--- src/rtl/lrs_pkg.sv ---
// Shared widths, constants and codes for the running Liouville statistics block.
`default_nettype none

package lrs_pkg;

  // Width of the integer that is factored
  localparam int VALUE_BITS = 31;

  // Field widths
  localparam int POS_W      = 31;
  localparam int SUM_W      = 32;
  localparam int FC_W       = 5;
  localparam int CNT_W      = $clog2(VALUE_BITS + 1);
  localparam int DIV_CNT_W  = $clog2(VALUE_BITS + 1);

  // Stream widths, padded to whole bytes
  localparam int IN_DATA_W  = 32;
  localparam int OUT_FLD_W  = 2 + FC_W + SUM_W + POS_W + POS_W + SUM_W + POS_W + POS_W + POS_W;
  localparam int OUT_DATA_W = ((OUT_FLD_W + 7) / 8) * 8;

  // Saturation limits
  localparam logic signed [SUM_W-1:0] SUM_MAX = 32'sh7FFF_FFFF;
  localparam logic signed [SUM_W-1:0] SUM_MIN = -32'sh7FFF_FFFF;
  localparam logic [POS_W-1:0]        CNT_MAX = 31'h7FFF_FFFF;

  // Liouville sign codes, also used as the sign of the running sum
  localparam logic signed [1:0] SIGN_POS  = 2'sb01;
  localparam logic signed [1:0] SIGN_NEG  = 2'sb11;
  localparam logic signed [1:0] SIGN_NONE = 2'sb00;

endpackage

`default_nettype wire

--- src/rtl/lrs_divider.sv ---
// Restoring divider, one quotient bit per cycle, quotient and remainder out.
`default_nettype none

module lrs_divider (
  input  wire logic                          clk,
  input  wire logic                          rst,
  input  wire logic                          start,
  input  wire logic [lrs_pkg::VALUE_BITS-1:0] dividend,
  input  wire logic [lrs_pkg::VALUE_BITS-1:0] divisor,
  output logic                               done,
  output logic [lrs_pkg::VALUE_BITS-1:0]     quotient,
  output logic [lrs_pkg::VALUE_BITS-1:0]     remainder
);
  import lrs_pkg::*;

  logic                  busy;
  logic [DIV_CNT_W-1:0]  steps;
  logic [VALUE_BITS-1:0] dvs;
  logic [VALUE_BITS:0]   shifted;
  logic                  fits;

  // Shift in the next dividend bit and trial-subtract
  assign shifted = {remainder, quotient[VALUE_BITS-1]};
  assign fits    = (shifted >= {1'b0, dvs});

  // Control
  always_ff @(posedge clk) begin
    if (rst) begin
      busy  <= 1'b0;
      done  <= 1'b0;
      steps <= '0;
    end else begin
      done <= 1'b0;
      if (start) begin
        busy  <= 1'b1;
        steps <= DIV_CNT_W'(VALUE_BITS);
      end else if (busy) begin
        steps <= steps - 1'b1;
        if (steps == DIV_CNT_W'(1)) begin
          busy <= 1'b0;
          done <= 1'b1;
        end
      end
    end
  end

  // Datapath
  always_ff @(posedge clk) begin
    if (start) begin
      remainder <= '0;
      quotient  <= dividend;
      dvs       <= divisor;
    end else if (busy) begin
      if (fits) begin
        remainder <= VALUE_BITS'(shifted - {1'b0, dvs});
      end else begin
        remainder <= shifted[VALUE_BITS-1:0];
      end
      quotient <= {quotient[VALUE_BITS-2:0], fits};
    end
  end

endmodule

`default_nettype wire

--- src/rtl/liouville_running_statistics.sv ---
// Running Liouville statistics: trial-division factor count and summatory tracking.
//
// Input channel s_*: one integer per transfer (normally 1, 2, 3, ... in order),
// restart flag on s_tuser clears all statistics before that item. s_tready is
// high only while the sequencer is idle; one item is worked on at a time.
// Output channel m_*: one result per input item, held in an output register.
// Sequence: the factors of two are stripped, then each trial division runs
// through the kick, divide and decide states; values 0 and 1 go straight to
// the final state. The shared serial divider does the work: one division per
// odd divisor d up to sqrt(remaining value), one more per odd factor found.
// A prime near 2^31 takes roughly 23000 divisions.
// A finished result waits in the output register while the receiver stalls;
// the next item may be accepted meanwhile, and its result is held back in the
// done state until the output register is free.
// Reset (rst, synchronous) clears the statistics to their start values: sums 0,
// positions 1, counters 0, no previous sign, and drops any pending result.
`default_nettype none

module liouville_running_statistics (
  input  wire logic                          clk,
  input  wire logic                          rst,
  input  wire logic                          s_tvalid,
  output logic                               s_tready,
  input  wire logic [lrs_pkg::IN_DATA_W-1:0] s_tdata,  // [30:0] value, [31] zero
  input  wire logic                          s_tuser,  // [0] restart
  output logic                               m_tvalid,
  input  wire logic                          m_tready,
  // [1:0] lambda_sign, [6:2] factor_count, [38:7] running_sum,
  // [69:39] highest_sum, [100:70] highest_at, [132:101] lowest_sum,
  // [163:133] lowest_at, [194:164] flip count, [225:195] positive_count,
  // [231:226] zero
  output logic [lrs_pkg::OUT_DATA_W-1:0]     m_tdata
);
  import lrs_pkg::*;

  typedef enum logic [2:0] {
    ST_IDLE,
    ST_STRIP,
    ST_KICK,
    ST_DIVIDE,
    ST_DECIDE,
    ST_FINAL,
    ST_DONE
  } state_t;

  state_t state;

  // Factoring registers
  logic [VALUE_BITS-1:0] v;
  logic [VALUE_BITS-1:0] n;
  logic [VALUE_BITS-1:0] d;
  logic [CNT_W-1:0]      cnt;
  logic                  first_try;

  // Statistics
  logic signed [SUM_W-1:0] sum_reg;
  logic [POS_W-1:0]        high_reg;
  logic [POS_W-1:0]        high_pos_reg;
  logic signed [SUM_W-1:0] low_reg;
  logic [POS_W-1:0]        low_pos_reg;
  logic [POS_W-1:0]        flip_count_reg;
  logic signed [1:0]       last_sign_reg;
  logic [POS_W-1:0]        positive_reg;

  // Divider hookup
  logic                  div_start;
  logic                  div_done;
  logic [VALUE_BITS-1:0] div_q;
  logic [VALUE_BITS-1:0] div_r;

  lrs_divider u_div (
    .clk       (clk),
    .rst       (rst),
    .start     (div_start),
    .dividend  (n),
    .divisor   (d),
    .done      (div_done),
    .quotient  (div_q),
    .remainder (div_r)
  );

  assign div_start = (state == ST_KICK);
  assign s_tready  = (state == ST_IDLE);

  logic [VALUE_BITS-1:0] in_value;
  assign in_value = VALUE_BITS'(s_tdata[POS_W-1:0]);

  // Statistics update for the finished item
  logic signed [1:0]       lam;
  logic signed [SUM_W-1:0] sum_next;
  logic signed [1:0]       sum_sign;
  logic                    flip;
  logic                    take_high;
  logic                    take_low;
  logic                    count_pos;
  logic [POS_W-1:0]        pos;
  logic                    out_free;

  always_comb begin
    lam = cnt[0] ? SIGN_NEG : SIGN_POS;
    if (cnt[0]) begin
      sum_next = (sum_reg == SUM_MIN) ? sum_reg : sum_reg - 32'sd1;
    end else begin
      sum_next = (sum_reg == SUM_MAX) ? sum_reg : sum_reg + 32'sd1;
    end
    if (sum_next[SUM_W-1]) begin
      sum_sign = SIGN_NEG;
    end else if (sum_next != '0) begin
      sum_sign = SIGN_POS;
    end else begin
      sum_sign = SIGN_NONE;
    end
    flip      = (last_sign_reg != SIGN_NONE) && (sum_sign != SIGN_NONE) &&
                (sum_sign != last_sign_reg);
    take_high = (sum_sign == SIGN_POS) && (sum_next[POS_W-1:0] > high_reg);
    take_low  = (sum_next < low_reg);
    count_pos = (sum_sign == SIGN_POS) && (v > VALUE_BITS'(1));
    pos       = POS_W'(v);
    out_free  = !m_tvalid || m_tready;
  end

  // Sequencer, statistics and output register
  always_ff @(posedge clk) begin
    if (rst) begin
      state          <= ST_IDLE;
      m_tvalid       <= 1'b0;
      sum_reg        <= '0;
      high_reg       <= '0;
      high_pos_reg   <= POS_W'(1);
      low_reg        <= '0;
      low_pos_reg    <= POS_W'(1);
      flip_count_reg <= '0;
      last_sign_reg  <= SIGN_NONE;
      positive_reg   <= '0;
    end else begin
      // the done state reloads the output register itself
      if (m_tvalid && m_tready && (state != ST_DONE)) begin
        m_tvalid <= 1'b0;
      end
      case (state)
        ST_IDLE: begin
          if (s_tvalid) begin
            v         <= in_value;
            n         <= in_value;
            d         <= VALUE_BITS'(3);
            cnt       <= '0;
            first_try <= 1'b1;
            if (s_tuser) begin
              sum_reg        <= '0;
              high_reg       <= '0;
              high_pos_reg   <= POS_W'(1);
              low_reg        <= '0;
              low_pos_reg    <= POS_W'(1);
              flip_count_reg <= '0;
              last_sign_reg  <= SIGN_NONE;
              positive_reg   <= '0;
            end
            state <= (in_value > VALUE_BITS'(1)) ? ST_STRIP : ST_FINAL;
          end
        end
        // Factors of two, one per cycle
        ST_STRIP: begin
          if (!n[0]) begin
            n   <= n >> 1;
            cnt <= cnt + 1'b1;
          end else begin
            state <= ST_KICK;
          end
        end
        ST_KICK: begin
          state <= ST_DIVIDE;
        end
        ST_DIVIDE: begin
          if (div_done) begin
            state <= ST_DECIDE;
          end
        end
        // Divisor past the square root ends the search; zero remainder is a factor
        ST_DECIDE: begin
          if (first_try && (d > div_q)) begin
            state <= ST_FINAL;
          end else if (div_r == '0) begin
            cnt       <= cnt + 1'b1;
            n         <= div_q;
            first_try <= 1'b0;
            state     <= ST_KICK;
          end else begin
            d         <= d + VALUE_BITS'(2);
            first_try <= 1'b1;
            state     <= ST_KICK;
          end
        end
        // Leftover prime factor
        ST_FINAL: begin
          if (n > VALUE_BITS'(1)) begin
            cnt <= cnt + 1'b1;
          end
          state <= ST_DONE;
        end
        ST_DONE: begin
          if (out_free) begin
            sum_reg <= sum_next;
            if (sum_sign != SIGN_NONE) begin
              last_sign_reg <= sum_sign;
            end
            if (flip && (flip_count_reg < CNT_MAX)) begin
              flip_count_reg <= flip_count_reg + 1'b1;
            end
            if (take_high) begin
              high_reg     <= sum_next[POS_W-1:0];
              high_pos_reg <= pos;
            end
            if (take_low) begin
              low_reg     <= sum_next;
              low_pos_reg <= pos;
            end
            if (count_pos && (positive_reg < CNT_MAX)) begin
              positive_reg <= positive_reg + 1'b1;
            end
            m_tdata <= OUT_DATA_W'({
              (count_pos && (positive_reg < CNT_MAX)) ? positive_reg + 1'b1 : positive_reg,
              (flip && (flip_count_reg < CNT_MAX)) ? flip_count_reg + 1'b1 : flip_count_reg,
              take_low ? pos : low_pos_reg,
              take_low ? sum_next : low_reg,
              take_high ? pos : high_pos_reg,
              take_high ? sum_next[POS_W-1:0] : high_reg,
              sum_next,
              FC_W'(cnt),
              lam
            });
            m_tvalid <= 1'b1;
            state    <= ST_IDLE;
          end
        end
        default: begin
          state <= ST_IDLE;
        end
      endcase
    end
  end

endmodule

`default_nettype wire

--- config.mk ---
export PLATFORM = sky130hd
export DESIGN_NAME = liouville_running_statistics
export DESIGN_NICKNAME = d
export VERILOG_FILES = /design/src/rtl/lrs_pkg.sv /design/src/rtl/lrs_divider.sv /design/src/rtl/liouville_running_statistics.sv
export SDC_FILE = /design/constraint.sdc
export NUM_CORES = 1
export LEC_CHECK = 0
export BUFFER_PORTS_ARGS = -buffer_cell sky130_fd_sc_hd__buf_4
export CAP_MARGIN = 20
export CORE_AREA = 2 2 231 233
export DETAILED_ROUTE_END_ITERATION = 10
export DIE_AREA = 0 0 233 235
export PLACE_DENSITY = 0.79
export SYNTH_ARGS = -nofsm -noshare
export SYNTH_HDL_FRONTEND = slang
export SYNTH_SLANG_ARGS = --single-unit
--- constraint.sdc ---
create_clock -name clk -period 16.4 [get_ports clk]
set_input_delay 2.46 -clock clk [delete_from_list [all_inputs] [get_ports clk]]
set_output_delay 2.46 -clock clk [all_outputs]
set_load 0.01 [all_outputs]
==> results of run 1 <==
## layer usage
layer / track usage [%] / vias to the layer above / part of all wire [%]
met5: 0 / - / 0.027
met4: 11.5 / 4 / 3.5
met3: 5.13 / 203 / 6.9
met2: 50.0 / 980 / 50
met1: 36.8 / 11800 / 40
li1: - / 11200 / -
## logic make-up (layout without fill, tap and decap cells)
kind of cell    Yosys count  in the layout  share of synthesized area, %
compound gates          695            695                          15.4
xor+xnor                148            148                          4.12
fa+ha+maj               133            133                          5.31
buf+inv                 365            634                          5.00
flops                   646            646                          53.3
mux                     109            109                          3.86
other cells               2              7                        0.0239
simple gates            796            796                          13.0
## area by class of cell
| cell class | count | area [sq um] |
|---|---|---|
| clock buffers | 88 | 1830 |
| clock inverters | 34 | 379 |
| fillers | 3760 | 16000 |
| inverters | 192 | 728 |
| multi-input cells | 1888 | 13200 |
| flip-flops and latches | 646 | 16800 |
| well taps | 688 | 861 |
| repair buffers | 320 | 2460 |
## power groups by stage
stage               registers [mW]  logic [mW]  clock network (mW)
floorplan                     2.07        1.09                   0
global route                  2.11        1.65                1.60
CTS                           2.09        1.48                1.54
finish                        2.10        1.50                1.52
detailed placement            2.12        1.46                   0
global placement              2.12        1.40                   0
## stage by stage
step | hold slack, ns | cells | utilization, % | area, sq um | total power, mW
finish | 0.436 | 3856 | 69.4 | 36200 | 5.12
floorplan | 0.412 | 2899 | - | 31500 | 3.16
CTS | 0.439 | 3853 | 69.2 | 36200 | 5.11
global placement | 0.423 | 3731 | 65.0 | 34000 | 3.52
global route | 0.457 | 3856 | 69.4 | 36200 | 5.37
detailed placement | 0.429 | 3731 | 65.0 | 34000 | 3.59
## synth_stat cells, drive strengths merged (15+ instances only)
cell	instances
mux2	96
nand4	74
ha	132
and2	18
or3	24
nor2	166
edfxtp	383
inv	191
dfxtp	263
and3	36
xnor2	90
o21ai	160
nor3	57
buf	52
nor4	52
a21oi	131
nand3	59
a22o	129
or4	21
clkbuf	121
nand2	215
o31ai	16
a21o	45
a22oi	34
and4	15
a222oi	29
a31oi	28
xor2	58
## worst max path at each step
stage,endpoint,slack (ns),depth (start not counted)
after global routing,high_reg[24]$_SDFFE_PP0P_,8.42,19
after CTS,high_reg[24]$_SDFFE_PP0P_,8.91,19
final,high_reg[24]$_SDFFE_PP0P_,8.92,19
after detailed placement,high_pos_reg[0]$_SDFFE_PP1P_,8.97,19
after floorplan,positive_reg[10]$_SDFFE_PP0P_,5.41,9
after global placement,high_pos_reg[0]$_SDFFE_PP1P_,9.18,19
## cells in the final DEF, fill, tap and decap left out, drive strengths merged, types with 28 or more instances in the layout
cell    synthesis  routed
a22o          129     129
nor4           52      52
nor3           57      57
xnor2          90      90
nand3          59      59
nor2          166     166
clkbuf        121      88
and3           36      36
inv           191     199
a31oi          28      28
a22oi          34      34
buf            52     320
dfxtp         263     263
nand4          74      74
edfxtp        383     383
a21oi         131     131
xor2           58      58
a222oi         29      29
mux2           96      96
o21ai         160     160
nand2         215     215
ha            132     132
a21o           45      45
==> flow_metrics.env, run 1 <==
export IMPL_outcome="finished clean"
export IMPL_area_delta_synth_final_pct=15.2
export IMPL_clock_sinks=646
export IMPL_clk_latency_ns=0.62
export IMPL_maxCapViolCount=0
export IMPL_seqPwrFrac_pct=40.9
export IMPL_viasPerCell=6.28
export IMPL_ys_warn_count=0
export IMPL_synth_flop_cell="edfxtp_1"
export IMPL_slew_headroom_pct=27.7
export IMPL_seq_area_frac_synth_pct=53.3
export IMPL_leakage_nw=13.9
export IMPL_crit_type="register to register"
export IMPL_tightest_slew_ns=1.08
export IMPL_path_max_fanout=36
export IMPL_critPathSlowestCell="nor2_4"
export IMPL_place_gp_congestion=0.908
export IMPL_htree_levels=3
export IMPL_grt_max_degree=111
export IMPL_combPwrFrac_pct=29.4
export IMPL_die_area_sq_mm=0.0548
export IMPL_min_from="flip_count_reg[14]$_SDFFE_PP0P_"
export IMPL_ctsResizeCount=0
export IMPL_fin_nets=3284
export IMPL_n_antenna_cell=0
export IMPL_cts_setup_buffers=0
export IMPL_hold_buffers=0
export IMPL_swShare_pct=33.7
export IMPL_io_pins=271
export IMPL_hold_path_depth=1
export IMPL_row_count=84
export IMPL_ff2ff_setup_slack_ns=8.92
export IMPL_max_freq_mhz=134
export IMPL_cts_root_buf="clkbuf_16"
export IMPL_grt_pass1_vias=23900
export IMPL_portBuffers=262
export IMPL_postRouteAntennaNets=0
export IMPL_drc=0
export IMPL_netlist_area_sq_mm=0.0315
export IMPL_rr_worst_depth=19
export IMPL_worstSetupStartpoint="sum_reg[0]$_SDFFE_PP0P_"
export IMPL_p_int_mw=3.40
export IMPL_fin_crit_ns=7.48
export IMPL_slowest_delay_ns=0.72
export IMPL_synthCells=2894
export IMPL_gr_usage_all_layers_pct=29.3
export IMPL_largest_reg_flops=224
export IMPL_cts_buffers=66
export IMPL_start_util_pct=60.2
export IMPL_finalHoldViolations=0
export IMPL_antenna_found_initial=2
export IMPL_setup_viol=0
export IMPL_start_kind="register"
export IMPL_synth_cell_type_count=99
export IMPL_pre_cts_slack_ns=8.97
export IMPL_ys_async_sr_fraction_pct=0
export IMPL_die_y_um=235
export IMPL_route_vias_total=24200
export IMPL_rr_startpoint="sum_reg[0]$_SDFFE_PP0P_"
export IMPL_path_cells="ha_1 > or4bb_1 > nor4_4 > a31oi_2 > nand2_1 > nor2_1 > a21oi_1 > xnor2_1 > ha_1 > nand4_1 > nor4_1 > o21ai_0 > o2111ai_1 > mux2_2 > nand4b_4 > buf_4 > nor2_4 > buf_4 > a22o_1"
export IMPL_core_sq_mm=0.0522
export IMPL_ir_drop_v=0.000109
export IMPL_cts_tree="done"
export IMPL_clock_path_buffers=3
export IMPL_drt_total_wl_um=81500
export IMPL_synth_area_top_cells="edfxtp_1, dfxtp_1, ha_1, a22o_1, mux2_2"
export IMPL_timing_rr_end="high_reg[24]$_SDFFE_PP0P_"
export IMPL_dp_hpwl_um=54800
export IMPL_arrival_ns=8.03
export IMPL_period_share_pct=45.6
export IMPL_grt_pass1_wl_um=128000
export IMPL_synth_edf_count=383
export IMPL_synth_seq_cells=646
export IMPL_clkPwrFrac_pct=29.7
export IMPL_hp_class="register to register"
export IMPL_hold_path_end="flip_count_reg[14]$_SDFFE_PP0P_"
export IMPL_syn_avg_cell_area_sq_um=10.9
export IMPL_cp_data_required_time_ns=16.95
export IMPL_path_clk_slew_ns=0.06
export IMPL_yosys_area_top_type_share_pct=36.6
export IMPL_drt_iter0_markers=2624
export IMPL_yosysTopAreaCell="edfxtp_1"
export IMPL_setup_ws_ns=8.92
export IMPL_p_sw_mw=1.72
export IMPL_grt_ovfl_total=0
export IMPL_crit_buf_inv=2
export IMPL_cp_top_family="simple AND/OR/NAND/NOR gates"
export IMPL_rsz0062_at_grt="false"
export IMPL_p_per_area_mw_per_mm2=141
export IMPL_final_max_slew_viol_count=0
export IMPL_wire_per_inst_um=21.1
export IMPL_clock_skew_ns=0.0236
export IMPL_layout_drive_gt1_share_pct=17.6
export IMPL_die_w_um=233
export IMPL_first_pass_iters=8
export IMPL_end_kind="register"
export IMPL_fin_setup_tns_ns=0
(Power assumes the default switching activity.)
==> run 2, diff against run 1 <==
- ABC_AREA: default -> 1
- CORE_AREA: 2 2 231 233 -> 2 2 255 257
- DIE_AREA: 0 0 233 235 -> 0 0 257 259
- PLACE_DENSITY: 0.79 -> 0.75
- clock period: 16.4 -> 6.5 ns (I/O delays scaled with it)
==> flow_metrics.env, run 2 <==
export IMPL_die_w_um=257
export IMPL_end_kind="register"
export IMPL_finalHoldViolations=0
export IMPL_final_util_pct=61.7
export IMPL_maxCapViolCount=0
export IMPL_path_clk_slew_ns=0.06
export IMPL_cts_tree="done"
export IMPL_layout_drive_gt1_share_pct=11.6
export IMPL_hold_buffers=0
export IMPL_hold_path_depth=2
export IMPL_grt_pass1_wl_um=150000
export IMPL_slowest_delay_ns=0.76
export IMPL_crit_cells=20
export IMPL_leakage_nw=15.2
export IMPL_die_area_sq_mm=0.0666
export IMPL_layout_commonest_cell="nand2_1"
export IMPL_drt_iter0_markers=2634
export IMPL_outcome="finished clean"
export IMPL_htree_levels=3
export IMPL_grt_max_degree=218
export IMPL_die_y_um=259
export IMPL_netlist_area_sq_mm=0.0347
export IMPL_placed_cell_area_sq_mm=0.0371
export IMPL_place_gp_congestion=0.938
export IMPL_holdWs_ns=0.455
export IMPL_seq_area_frac_synth_pct=48.4
export IMPL_drt_total_wl_um=95300
export IMPL_core_sq_mm=0.0639
export IMPL_largest_reg_flops=224
export IMPL_pre_cts_slack_ns=1.04
export IMPL_synth_seq_cells=646
export IMPL_synth_common_cells="nand2_1, inv_1, edfxtp_1"
export IMPL_portBuffers=262
export IMPL_n_antenna_cell=0
export IMPL_path_max_fanout=33
export IMPL_crit_buf_inv=3
export IMPL_synth_cell_type_count=59
export IMPL_gr_usage_all_layers_pct=28.1
export IMPL_path_cells="ha_1 > nand3_2 > inv_1 > nand2_2 > nor2_4 > nand2_2 > nand3_1 > nand2_1 > inv_1 > ha_1 > nand2_1 > nor2_1 > a211oi_1 > o221ai_1 > a21oi_1 > nand3_2 > buf_4 > nand3_1 > nand3_1 > a21oi_1"
export IMPL_grt_ovfl_total=0
export IMPL_yosysTopAreaCell="edfxtp_1"
export IMPL_synth_flop_cell="edfxtp_1"
export IMPL_cts_buffers=69
export IMPL_ys_async_sr_fraction_pct=0
export IMPL_synth_edf_count=383
export IMPL_cp_data_required_time_ns=7.02
export IMPL_first_pass_iters=6
export IMPL_max_freq_mhz=177
export IMPL_cts_root_buf="clkbuf_16"
export IMPL_arrival_ns=6.16
export IMPL_ys_warn_count=0
export IMPL_finalPower_mw=14.5
export IMPL_rsz0062_at_grt="false"
export IMPL_setup_viol=0
export IMPL_place_inst=5106
export IMPL_clk_latency_ns=0.63
export IMPL_ctsResizeCount=0
export IMPL_final_instance_count_excl_fill=5234
export IMPL_clock_sinks=646
export IMPL_clock_path_buffers=3
export IMPL_critPathSlowestCell="nand3_2"
export IMPL_viasPerCell=5.56
export IMPL_cts_setup_buffers=0
export IMPL_antenna_found_initial=1
export IMPL_yosys_area_top_type_share_pct=33.2
export IMPL_fin_setup_tns_ns=0
export IMPL_hp_class="register to register"
export IMPL_area_delta_synth_final_pct=13.8
export IMPL_slew_headroom_pct=19.4
export IMPL_period_share_pct=86.8
export IMPL_io_pins=271
export IMPL_fin_nets=4492
export IMPL_route_vias_total=29100
export IMPL_cp_common_cell="nand3_1"
export IMPL_start_util_pct=54.3
export IMPL_synthCells=4152
export IMPL_synth_area_top_cells="edfxtp_1, dfxtp_1, nand2_1, nand3_1, a21oi_1"
export IMPL_drc=0
export IMPL_crit_type="register to register"
export IMPL_grt_pass1_vias=27100
export IMPL_cp_top_family="simple AND/OR/NAND/NOR gates"
export IMPL_final_max_slew_viol_count=0
export IMPL_clock_skew_ns=0.0380
export IMPL_start_kind="register"
export IMPL_wire_per_inst_um=18.2
export IMPL_synth_most_common_cell="nand2_1"
export IMPL_p_per_area_mw_per_mm2=369
export IMPL_row_count=93
export IMPL_fin_area_sq_mm=0.0394
export IMPL_postRouteAntennaNets=0
export IMPL_tightest_slew_ns=1.21
export IMPL_rr_worst_depth=20
export IMPL_fin_crit_ns=5.64
export IMPL_ir_drop_v=0.000318
export IMPL_syn_avg_cell_area_sq_um=8.35
export IMPL_mostFrequentLayoutCells="nand2_1, inv_1, edfxtp_1"
export IMPL_dp_hpwl_um=67200
export IMPL_setup_ws_ns=0.858
run 2: changes by cell type after synthesis, sizes merged, moves of 56 or more:
cell   change
mux2      -96
buf       +56
nand2    +776
inv      +259
o21a      +59
a21oi    +222
a22o     -129
nor2      +85
nand3    +304
run 2: worst paths after layout:
check	slack, ns	start	to
max reg2reg	0.86	sum_reg[0]$_SDFFE_PP0P_	low_reg[13]$_SDFFE_PP0P_
max	0.86	sum_reg[0]$_SDFFE_PP0P_	low_reg[13]$_SDFFE_PP0P_
min reg2reg	0.45	last_sign_reg[0]$_SDFFE_PP0P_	last_sign_reg[0]$_SDFFE_PP0P_
min	0.45	last_sign_reg[0]$_SDFFE_PP0P_	last_sign_reg[0]$_SDFFE_PP0P_
run 2: logic make-up (layout without fill, tap and decap cells):
family / Yosys count / after routing / share of synthesized area, %
XOR/XNOR: 141 / 141 / 3.56
flip-flops: 646 / 646 / 48.4
AND/OR/NAND/NOR: 1869 / 1869 / 23.8
AO/OA/AOI/OAI: 702 / 702 / 11.6
adder cells (fa/ha/maj): 133 / 133 / 4.82
other: 2 / 7 / 0.0217
buffers and inverters: 659 / 881 / 7.86
run 2: worst min-delay path, cell delays in order (launching register included):
cell     delay (ns)
dfxtp_1        0.31
inv_1          0.05
a21oi_1        0.05
run 2: report_power, final:
part / switching [mW] / total, mW / leakage, nW / internal, mW
registers: 0.294 / 5.36 / 5.71 / 5.06
clock network: 1.68 / 4.09 / 1.12 / 2.41
logic: 3.52 / 5.10 / 8.36 / 1.57
total: 5.50 / 14.5 / 15.2 / 9.04
run 2: cell type report:
cell class / instances / area, sq um
Clock buffer: 96 / 1990
Tap cell: 855 / 1070
Timing Repair Buffer: 299 / 2310
Fill cell: 5458 / 24400
Inverter: 454 / 1710
Sequential cell: 646 / 16800
Multi-Input combinational cell: 2852 / 15200
Clock inverter: 32 / 362
run 2: metal layers:
metal	GRT usage (%)	wire (um)	vias to the layer above
li1	-	-	14300
met1	38.6	40900	13600
met2	46.6	45300	1089
met3	3.51	6500	150
met4	8.53	2530	2
met5	0	40	-
